[src/design/precharge_contactor_sequencer_unit_macros.svh]
// Assertion helpers for the precharge sequencer RTL.
`ifndef PRECHARGE_CONTACTOR_SEQUENCER_UNIT_MACROS_SVH
`define PRECHARGE_CONTACTOR_SEQUENCER_UNIT_MACROS_SVH

// Same-cycle implication, disabled while reset is asserted.
`define PCS_ASSERT_IMPLIES(label, clk, rst_n, ante, cons) \
	label: assert property (@(posedge clk) disable iff (!rst_n) (ante) |-> (cons)) \
		else $error("precharge sequencer check failed");

// Next-cycle implication, disabled while reset is asserted.
`define PCS_ASSERT_NEXT(label, clk, rst_n, ante, cons) \
	label: assert property (@(posedge clk) disable iff (!rst_n) (ante) |=> (cons)) \
		else $error("precharge sequencer check failed");

`endif

[src/design/pcs_pkg.sv]
`default_nettype none

package pcs_pkg;

	// Request kinds.
	localparam logic [2:0] KIND_TICK    = 3'd0;
	localparam logic [2:0] KIND_ON      = 3'd1;
	localparam logic [2:0] KIND_OFF     = 3'd2;
	localparam logic [2:0] KIND_CHG_EN  = 3'd3;
	localparam logic [2:0] KIND_CHG_DIS = 3'd4;

	// Connection codes.
	localparam logic [1:0] CONN_UNPLUGGED = 2'd0;
	localparam logic [1:0] CONN_LOAD      = 2'd1;
	localparam logic [1:0] CONN_CHARGER   = 2'd2;

	// Switch outcome codes.
	localparam logic [1:0] OUTCOME_NONE     = 2'd0;
	localparam logic [1:0] OUTCOME_ON       = 2'd1;
	localparam logic [1:0] OUTCOME_TIMEOUT  = 2'd2;

	// Configuration register indexes.
	localparam logic [1:0] REG_ARM_DELAY = 2'd0;
	localparam logic [1:0] REG_TIMEOUT   = 2'd1;
	localparam logic [1:0] REG_TOLERANCE = 2'd2;

	// Configuration reset values.
	localparam logic [7:0] ARM_DELAY_RESET = 8'd100;
	localparam logic [8:0] TIMEOUT_RESET   = 9'd250;
	localparam logic [3:0] TOLERANCE_RESET = 4'd1;

	typedef struct packed {
		logic [2:0]  kind;
		logic        key_one_level;
		logic        key_two_level;
		logic [16:0] output_voltage;
		logic [16:0] battery_voltage;
	} item_t;

	typedef struct packed {
		logic       main_relay_on;
		logic       precharge_relay_on;
		logic [1:0] connection;
		logic       precharging;
		logic [1:0] switch_outcome;
	} result_t;

	typedef struct packed {
		logic [7:0] arm_delay_ticks;
		logic [8:0] precharge_timeout_ticks;
		logic [3:0] tolerance_tenths;
	} cfg_t;

endpackage

`default_nettype wire

[src/design/pcs_ctrl.sv]
`default_nettype none
`include "precharge_contactor_sequencer_unit_macros.svh"

module pcs_ctrl (
	input  wire logic             clk,
	input  wire logic             arst_n,
	input  wire logic             en,
	input  wire pcs_pkg::item_t   item,
	input  wire pcs_pkg::cfg_t    cfg,
	output pcs_pkg::result_t      result
);

	logic [1:0] conn_q, conn_d;
	logic [7:0] arm_count_q, arm_count_d;
	logic       auto_allowed_q, auto_allowed_d;
	logic       manual_override_q, manual_override_d;
	logic       main_relay_q, main_relay_d;
	logic       precharge_relay_q, precharge_relay_d;
	logic       precharge_active_q, precharge_active_d;
	logic [8:0] precharge_count_q, precharge_count_d;
	logic       started_auto_q, started_auto_d;

	logic        key_one;
	logic        key_two;
	logic [16:0] gap;
	logic [20:0] gap_x10;
	logic [20:0] window;
	logic        close;
	logic [8:0]  count_next;
	logic [1:0]  conn_new;
	logic        start;
	logic        start_auto;
	logic [1:0]  outcome;

	// Voltage window check: 10 * |vout - vbat| <= vbat * tolerance.
	assign key_one = !item.key_one_level;
	assign key_two = !item.key_two_level;
	assign gap = (item.output_voltage > item.battery_voltage) ?
		(item.output_voltage - item.battery_voltage) :
		(item.battery_voltage - item.output_voltage);
	assign gap_x10 = {1'b0, gap, 3'b000} + {3'b000, gap, 1'b0};
	assign window = {4'b0000, item.battery_voltage} * {17'd0, cfg.tolerance_tenths};
	assign close = (gap_x10 <= window);
	assign count_next = precharge_count_q + 9'd1;

	// Next state for the request held in the input stage.
	always_comb begin
		conn_d = conn_q;
		arm_count_d = arm_count_q;
		auto_allowed_d = auto_allowed_q;
		manual_override_d = manual_override_q;
		main_relay_d = main_relay_q;
		precharge_relay_d = precharge_relay_q;
		precharge_active_d = precharge_active_q;
		precharge_count_d = precharge_count_q;
		started_auto_d = started_auto_q;
		conn_new = conn_q;
		start = 1'b0;
		start_auto = 1'b0;
		outcome = pcs_pkg::OUTCOME_NONE;

		if (item.kind == pcs_pkg::KIND_TICK) begin
			if (precharge_active_q) begin
				// An attempt is running: count and check for timeout or success.
				precharge_count_d = count_next;
				if (count_next >= cfg.precharge_timeout_ticks) begin
					precharge_relay_d = 1'b0;
					precharge_active_d = 1'b0;
					if (started_auto_q) begin
						auto_allowed_d = 1'b0;
					end
					outcome = pcs_pkg::OUTCOME_TIMEOUT;
				end else if (close) begin
					main_relay_d = 1'b1;
					precharge_relay_d = 1'b0;
					precharge_active_d = 1'b0;
					outcome = pcs_pkg::OUTCOME_ON;
				end
			end else begin
				// Decode the keys; first key alone leaves the connection as is.
				if (!key_one && !key_two) begin
					conn_new = pcs_pkg::CONN_UNPLUGGED;
					if (!manual_override_q) begin
						main_relay_d = 1'b0;
						precharge_relay_d = 1'b0;
					end
				end else if (!key_one && key_two) begin
					conn_new = pcs_pkg::CONN_LOAD;
				end else if (key_one && key_two) begin
					conn_new = pcs_pkg::CONN_CHARGER;
				end
				conn_d = conn_new;
				if (conn_new == pcs_pkg::CONN_LOAD) begin
					if (arm_count_q < cfg.arm_delay_ticks) begin
						arm_count_d = arm_count_q + 8'd1;
					end else if (auto_allowed_q) begin
						start = 1'b1;
						start_auto = 1'b1;
					end
				end else begin
					arm_count_d = 8'd0;
					auto_allowed_d = 1'b1;
				end
			end
		end else if (!precharge_active_q) begin
			// Commands are taken only while no attempt is running.
			case (item.kind)
				pcs_pkg::KIND_ON: begin
					manual_override_d = 1'b1;
					start = 1'b1;
				end
				pcs_pkg::KIND_OFF: begin
					main_relay_d = 1'b0;
					manual_override_d = 1'b0;
				end
				pcs_pkg::KIND_CHG_EN, pcs_pkg::KIND_CHG_DIS: begin
					if (conn_q == pcs_pkg::CONN_CHARGER) begin
						main_relay_d = (item.kind == pcs_pkg::KIND_CHG_EN);
					end
				end
				default: begin
				end
			endcase
		end

		// Start of an attempt; it may finish in the same request.
		if (start) begin
			if (main_relay_q) begin
				outcome = pcs_pkg::OUTCOME_ON;
			end else begin
				precharge_relay_d = 1'b1;
				precharge_active_d = 1'b1;
				precharge_count_d = 9'd0;
				started_auto_d = start_auto;
				if (close) begin
					main_relay_d = 1'b1;
					precharge_relay_d = 1'b0;
					precharge_active_d = 1'b0;
					outcome = pcs_pkg::OUTCOME_ON;
				end
			end
		end
	end

	// Result reflects the state after this request.
	always_comb begin
		result.main_relay_on = main_relay_d;
		result.precharge_relay_on = precharge_relay_d;
		result.connection = conn_d;
		result.precharging = precharge_active_d;
		result.switch_outcome = outcome;
	end

	// State registers, updated once per request.
	always_ff @(posedge clk or negedge arst_n) begin
		if (!arst_n) begin
			conn_q <= pcs_pkg::CONN_UNPLUGGED;
			arm_count_q <= 8'd0;
			auto_allowed_q <= 1'b1;
			manual_override_q <= 1'b0;
			main_relay_q <= 1'b0;
			precharge_relay_q <= 1'b0;
			precharge_active_q <= 1'b0;
			precharge_count_q <= 9'd0;
			started_auto_q <= 1'b0;
		end else if (en) begin
			conn_q <= conn_d;
			arm_count_q <= arm_count_d;
			auto_allowed_q <= auto_allowed_d;
			manual_override_q <= manual_override_d;
			main_relay_q <= main_relay_d;
			precharge_relay_q <= precharge_relay_d;
			precharge_active_q <= precharge_active_d;
			precharge_count_q <= precharge_count_d;
			started_auto_q <= started_auto_d;
		end
	end

	// The precharge relay is closed exactly while an attempt runs.
	`PCS_ASSERT_IMPLIES(a_relay_tracks_attempt, clk, arst_n, 1'b1, precharge_relay_q == precharge_active_q)
	// The main relay is never closed during an attempt.
	`PCS_ASSERT_IMPLIES(a_no_main_while_active, clk, arst_n, precharge_active_q, !main_relay_q)
	// Arm counting is frozen while an attempt runs.
	`PCS_ASSERT_NEXT(a_arm_frozen, clk, arst_n, precharge_active_q, $stable(arm_count_q))
	// A finished attempt is no longer in progress.
	`PCS_ASSERT_IMPLIES(a_outcome_ends_attempt, clk, arst_n, en && (result.switch_outcome != pcs_pkg::OUTCOME_NONE), !result.precharging)

endmodule

`default_nettype wire

[src/design/precharge_contactor_sequencer_unit.sv]
// Precharge contactor sequencer.
// Path: an accepted request is held in the input register, then the control logic's result
// is held in the result register, which drives the output. Throughput: one request per
// cycle unless the receiver stalls; all state updates in a single pass of the control logic.
// Reset (arst_n low, asynchronous): relays open, unplugged, counters cleared, registers
// return to arm delay 100, timeout 250, tolerance 1.
`default_nettype none

module precharge_contactor_sequencer_unit (
	input  wire logic        clk,
	input  wire logic        arst_n,
	input  wire logic        s_tvalid,
	output logic             s_tready,
	// kind[2:0]
	input  wire logic [2:0]  s_tuser,
	// key_one_level[0], key_two_level[1], output_voltage[18:2], battery_voltage[35:19],
	// zero pad[39:36]
	input  wire logic [39:0] s_tdata,
	output logic             m_tvalid,
	input  wire logic        m_tready,
	// main_relay_on[0], precharge_relay_on[1], connection[3:2], precharging[4],
	// switch_outcome[6:5], zero pad[7]
	output logic [7:0]       m_tdata,
	input  wire logic        cfg_wr_en,
	input  wire logic [1:0]  cfg_index,
	input  wire logic [8:0]  cfg_wdata
);

	pcs_pkg::item_t   item_in;
	pcs_pkg::item_t   item_s1;
	logic             valid_s1;
	pcs_pkg::result_t result_comb;
	pcs_pkg::result_t result_s2;
	logic             valid_s2;
	pcs_pkg::cfg_t    cfg_q;
	logic             advance;
	logic             in_take;

	// Unpack the incoming request.
	always_comb begin
		item_in.kind = s_tuser;
		item_in.key_one_level = s_tdata[0];
		item_in.key_two_level = s_tdata[1];
		item_in.output_voltage = s_tdata[18:2];
		item_in.battery_voltage = s_tdata[35:19];
	end

	// Stage 1 moves on when the result register is free or being drained.
	assign advance = valid_s1 && (!valid_s2 || m_tready);
	assign s_tready = !valid_s1 || advance;
	assign in_take = s_tvalid && s_tready;

	// Input register.
	always_ff @(posedge clk or negedge arst_n) begin
		if (!arst_n) begin
			valid_s1 <= 1'b0;
		end else if (in_take) begin
			valid_s1 <= 1'b1;
		end else if (advance) begin
			valid_s1 <= 1'b0;
		end
	end

	always_ff @(posedge clk) begin
		if (in_take) begin
			item_s1 <= item_in;
		end
	end

	// Configuration registers.
	always_ff @(posedge clk or negedge arst_n) begin
		if (!arst_n) begin
			cfg_q.arm_delay_ticks <= pcs_pkg::ARM_DELAY_RESET;
			cfg_q.precharge_timeout_ticks <= pcs_pkg::TIMEOUT_RESET;
			cfg_q.tolerance_tenths <= pcs_pkg::TOLERANCE_RESET;
		end else if (cfg_wr_en) begin
			case (cfg_index)
				pcs_pkg::REG_ARM_DELAY: cfg_q.arm_delay_ticks <= cfg_wdata[7:0];
				pcs_pkg::REG_TIMEOUT: cfg_q.precharge_timeout_ticks <= cfg_wdata;
				pcs_pkg::REG_TOLERANCE: cfg_q.tolerance_tenths <= cfg_wdata[3:0];
				default: begin
				end
			endcase
		end
	end

	pcs_ctrl u_ctrl (
		.clk    (clk),
		.arst_n (arst_n),
		.en     (advance),
		.item   (item_s1),
		.cfg    (cfg_q),
		.result (result_comb)
	);

	// Result register.
	always_ff @(posedge clk or negedge arst_n) begin
		if (!arst_n) begin
			valid_s2 <= 1'b0;
		end else if (advance) begin
			valid_s2 <= 1'b1;
		end else if (m_tready) begin
			valid_s2 <= 1'b0;
		end
	end

	always_ff @(posedge clk) begin
		if (advance) begin
			result_s2 <= result_comb;
		end
	end

	assign m_tvalid = valid_s2;
	assign m_tdata = {1'b0, result_s2.switch_outcome, result_s2.precharging,
		result_s2.connection, result_s2.precharge_relay_on, result_s2.main_relay_on};

endmodule

`default_nettype wire

[config.mk]
export PLATFORM = sky130hd
export DESIGN_NAME = precharge_contactor_sequencer_unit
export DESIGN_NICKNAME = d
export VERILOG_FILES = /design/src/design/pcs_pkg.sv /design/src/design/pcs_ctrl.sv /design/src/design/precharge_contactor_sequencer_unit.sv
export VERILOG_INCLUDE_DIRS = /design/src /design/src/design
export SDC_FILE = /design/constraint.sdc
export NUM_CORES = 1
export LEC_CHECK = 0
export ABC_AREA = 1
export BUFFER_PORTS_ARGS = -buffer_cell sky130_fd_sc_hd__buf_2
export CAP_MARGIN = 15
export CORE_ASPECT_RATIO = 0.75
export CORE_MARGIN = 1.5
export CORE_UTILIZATION = 30
export CTS_CLUSTER_SIZE = 20
export DETAILED_ROUTE_END_ITERATION = 7
export GPL_TIMING_DRIVEN = 1
export PLACE_DENSITY = 0.43
export SLEW_MARGIN = 15
export SYNTH_ARGS = -nofsm -noshare
export SYNTH_HDL_FRONTEND = slang
export SYNTH_SLANG_ARGS = --single-unit
[constraint.sdc]
create_clock -name clk -period 6.06 [get_ports clk]
set_input_delay 0.606 -clock clk [delete_from_list [all_inputs] [get_ports clk]]
set_output_delay 0.606 -clock clk [all_outputs]
set_load 0.05 [all_outputs]
Word-level counts from Yosys, hierarchy flattened
Index checks and enable logic that the tools add are counted.
Operators by class
  bitwise operators: 3
  multiplexer cells: 64
  $lt $le $gt $ge: 4
  reduce and logical (&&, ||, !) cells: 24
  divide/modulo/power cells: 0
  multipliers: 1
  $add $sub $neg: 5
  shifts and indexed selects: 0
  eq/ne operators: 12
Operators by type and width (count)
  $mux 1: 42
  $mux 9: 4
  $sub 17x17->17: 2
  $mux 2: 13
  $add 20x18->21: 1
  $le 21x21->1: 1
  $mul 17x4->21: 1
  $gt 17x17->1: 1
  $mux 17: 1
  $mux 8: 2
  $add 9x1->9 const B: 1
  $ge 9x9->1: 1
  $add 8x1->8 const B: 1
  $lt 8x8->1: 1
  $reduce_and 4->1: 2
  $eq 3x2->1 const B: 2
  $ne 2x2->1 const B: 3
  $reduce_and 2->1: 3
  $reduce_bool 2->1: 3
  $logic_and 1x1->1: 5
  $reduce_and 5->1: 1
  $eq 2x1->1 const B: 2
  $eq 2x2->1 const B: 2
  $logic_not 1->1: 4
  other kinds (10): 14
Word-level totals
  memories: 0
  memory bits (writable): 0
  bits of input ports: 59
  latch bits: 0
  word-level logic and storage cells: 137
  register bits after elaboration: 94
  ROM bits: 0
  output and inout port bits: 10

Longest topological paths before layout
  word-level depth: 12
  gate-level depth with buffers: 43
  mapped depth without buffers: 41

Cells and area by module
A second synthesis with hierarchy kept.
Unflattened totals
  cells, all modules: 1245
  area, all modules: 9531.6 um^2
By module, submodules not included
  pcs_ctrl: sequential area each 626.9 um^2, area an instance 7138.1 um^2, times used 1, cells each 1091
  precharge_contactor_sequencer_unit: sequential area each 1969.4 um^2, area an instance 2393.5 um^2, times used 1, cells each 154

Worst setup path after synthesis
Ideal clock, no wire load.
  path type: reg-to-reg
  start point: register cfg_q[3] (netlist name)
  end point: register result_s2, in the netlist m_tdata[4] (data pin)
  stages on the path, launching flop included: 27
  library setup time: 0.254 ns
  setup slack: 0.849 ns
  data required time: 5.806 ns
  buffers on the path: 2
  clock period less this slack: 5.211 ns
  arrival: 4.958 ns
  path through: dfrtp_1 -> clkbuf_1 -> clkbuf_1 -> nand2_1 -> fa_1 -> inv_1 -> fa_1 -> ha_1 -> a21oi_1 -> o21ai_0 -> a21o_1 -> a21boi_0 -> o21ai_0 -> nand2_1 -> nand3_1 -> nand2_1 -> o21ai_0 -> xor2_1 -> ha_1 -> nand4_1 -> inv_1 -> nand3_1 -> or4_1 -> nand3_1 -> o21ai_0 -> nor2_1 -> inv_1
RTL lines
  from (decl): RTL line precharge_contactor_sequencer_unit.sv:35  | pcs_pkg::cfg_t cfg_q;
  to (signal assigned): RTL line precharge_contactor_sequencer_unit.sv:109  | result_s2 <= result_comb;
  to (decl): RTL line precharge_contactor_sequencer_unit.sv:33  | pcs_pkg::result_t result_s2;

==> impl_metrics.tcl <==
set metrics [dict create \
    die_height_um 155.8 \
    worstPathArrival_ps 5800 \
    skew_ps 10.96 \
    drc 0 \
    postSynthNetCount 1451 \
    wl_per_cell_um 15.00 \
    finalHoldViolCount 0 \
    antenna_found_initial 0 \
    die-area_mm2 0.03222 \
    final_util_pct 35.41 \
    startpoint_type "flop" \
    dp_hpwl_mm 21.70 \
    power_mw 4.048 \
    min_path_type "primary input to async pin" \
    clk_latency_ps 360 \
    grt_max_degree 49 \
    crit_top_cell "nand2_1" \
    fin_area_mm2 0.01077 \
    cts_max_level 3 \
    pre_cts_ws_ps 170.7 \
    seq_area_frac_synth_pct 27.79 \
    area_growth_pct 15.27 \
    antenna_cells 0 \
    yosysUniqueCellTypes 49 \
    fin_ws_ps 375.1 \
    place_congestion 0.8529 \
    port_buffers 63 \
    ys_ff_latch 94 \
    drt_wl_total_mm 26.35 \
    firstDrtPassIters 5 \
    grtUsageMet3_pct 2.444 \
    initial_core_util_pct 30.72 \
    synth-edff-count 46 \
    cts_hold_buffers 0 \
    whs_ps 350.6 \
    die_width_um 206.8 \
    postPlaceCellArea_mm2 0.01038 \
    num-nets-final 1554 \
    cpPeakStageDelay_ps 540 \
    vias 8176 \
    period_share_pct 93.81 \
    cts_made_buffers 9 \
    root_buffer "clkbuf_16" \
    crit_path_end_kind "flop" \
    drt.antenna.violating_nets 0 \
    leakage_nw 5.676 \
    grt_overflow 0 \
    instances_no_fill 1757 \
    finalSetupTns_ps 0 \
    grt_usage_pct 17.15 \
    clockBufferDepth 2 \
    netlist_instances 1250 \
    syn_area_mm2 0.009343 \
    syn_avg_cell_area_um2 7.474 \
    cp.required_ps 6170 \
    synthArstFlopShare_pct 51.06 \
    ir_drop_uv 151.6 \
    grt_pass1_vias 7646 \
    clkTransAtPathRegs_ps 70 \
    synth-main-ff-cell "edfxtp_1" \
    power_per_cell_area_mw_per_mm2 375.9 \
    slew_headroom_pct 33.29 \
    cts_tree "done" \
    drive_above_1_share_pct 14.21 \
    cp_slowest_cell "or4_4" \
    gr-max-usage-layer "met1" \
    met1_usage_pct 28.21 \
    via_per_inst 4.653 \
    final_common_cell "nand2_1" \
    drtIter0Drc 499 \
    worst_pin_slew_ps 1001 \
    setup_violations 0 \
    finalMaxSlewViolations 0 \
    grt_pass1_wl_mm 42.45 \
    post-route-min-period_ps 5685 \
    crit_type "flop to flop" \
    io_pins 69 \
    final_cell_mix "305 x nand2_1, 240 x inv_1, 100 x ha_1" \
    path_max_fanout 11 \
    status "finished, final reports clean" \
    max_cap_violations 0 \
    yosysWarnings 0 \
    cts.sinks 94 \
    coreArea_mm2 0.03042 \
    fmax_mhz 175.9 \
    rows 55 \
    grt_use_met2_pct 23.27 \
    dpl.cell_count 1735 \
]
==> per-layer routing <==
metal / up-vias / routed length [µm]
li1: 4230 / -
met1: 3777 / 14970
met2: 159 / 10070
met3: 10 / 1152
met4: 0 / 161
met5: - / 0
==> where the power goes <==
part           internal (mW)  total [mW]  switching [mW]
Clock                  0.281       0.554           0.274
Combinational           1.00        2.60            1.59
Sequential             0.808       0.895          0.0875
Total                   2.09        4.05            1.96
==> cells by family (layout without fill, tap and decap cells) <==
| family | Yosys count | count (layout) | synth area share (%) |
|---|---|---|---|
| compound gates | 221 | 221 | 12.92 |
| other cells | 1 | 1 | 0.04014 |
| mux | 1 | 1 | 0.1071 |
| xor+xnor | 50 | 50 | 4.687 |
| buf+inv | 269 | 377 | 11.02 |
| flops | 94 | 94 | 27.79 |
| fa+ha+maj | 142 | 142 | 21.67 |
| simple gates | 472 | 472 | 21.76 |
==> flip-flops by register name, summed over array words and instances, names as in the netlist <==
| name | count |
|---|---|
| item_s1 | 39 |
| cfg_q | 21 |
| u_ctrl.precharge_count_q | 9 |
| u_ctrl.arm_count_q | 8 |
| m_tdata | 7 |
| u_ctrl.conn_q | 2 |
| m_tvalid | 1 |
| u_ctrl.auto_allowed_q | 1 |
| u_ctrl.main_relay_q | 1 |
| u_ctrl.manual_override_q | 1 |
| u_ctrl.precharge_active_q | 1 |
| u_ctrl.precharge_relay_q | 1 |
| u_ctrl.started_auto_q | 1 |
| valid_s1 | 1 |
==> path summary, 6_finish.rpt <==
| kind | start | end | slack (ps) | cells past startpoint |
|---|---|---|---|---|
| min in group clk | s_tdata[6] | item_s1[21] | 410 | 1 |
| setup reg to reg | item_s1[7] | m_tdata[4] | 380 | 33 |
| hold / removal | arst_n | u_ctrl.conn_q[0] | 350 | 2 |
| hold reg to reg | u_ctrl.auto_allowed_q | u_ctrl.auto_allowed_q | 470 | 2 |
| max in group asynchronous | arst_n | cfg_q[2] | 5250 | 2 |
| setup / recovery | item_s1[7] | m_tdata[4] | 380 | 33 |
==> repair_timing <==
item | CTS | global route
buffers inserted | 0 | 6
resized for setup | 0 | 20
endpoints found under the setup margin | 0 | 7
==> Yosys cell counts, types with 12 or more instances <==
master / n / area (µm²)
a21oi_1: 90 / 450.4
clkbuf_1: 14 / 52.55
dfrtp_1: 37 / 925.9
edfxtp_1: 46 / 1381
fa_1: 33 / 660.6
ha_1: 109 / 1364
inv_1: 242 / 908.4
nand2_1: 306 / 1149
nand2_2: 14 / 87.58
nand3_1: 41 / 205.2
nand4_1: 17 / 106.4
nor2_1: 62 / 232.7
nor3_1: 12 / 60.06
o21ai_0: 80 / 400.4
xnor2_1: 13 / 113.9
xor2_1: 37 / 324.1
==> cell type report <==
| type | count | area (µm²) |
|---|---|---|
| Multi-Input combinational cell | 887 | 5793 |
| Clock buffer | 11 | 232.7 |
| Fill cell | 3297 | 19650 |
| Timing Repair Buffer | 111 | 675.6 |
| Sequential cell | 94 | 2596 |
| Tap cell | 399 | 499.2 |
| Inverter | 250 | 938.4 |
| Clock inverter | 5 | 33.78 |
==> critical path: cells and delay by family, from the launching register on <==
kind            cells  cell delay [ps]
simple gates       17             2360
fa+ha+maj           3              950
buf+inv             6              580
xor+xnor            1              140
compound gates      6              950
flops               1              450
(Power assumes the default switching activity.)
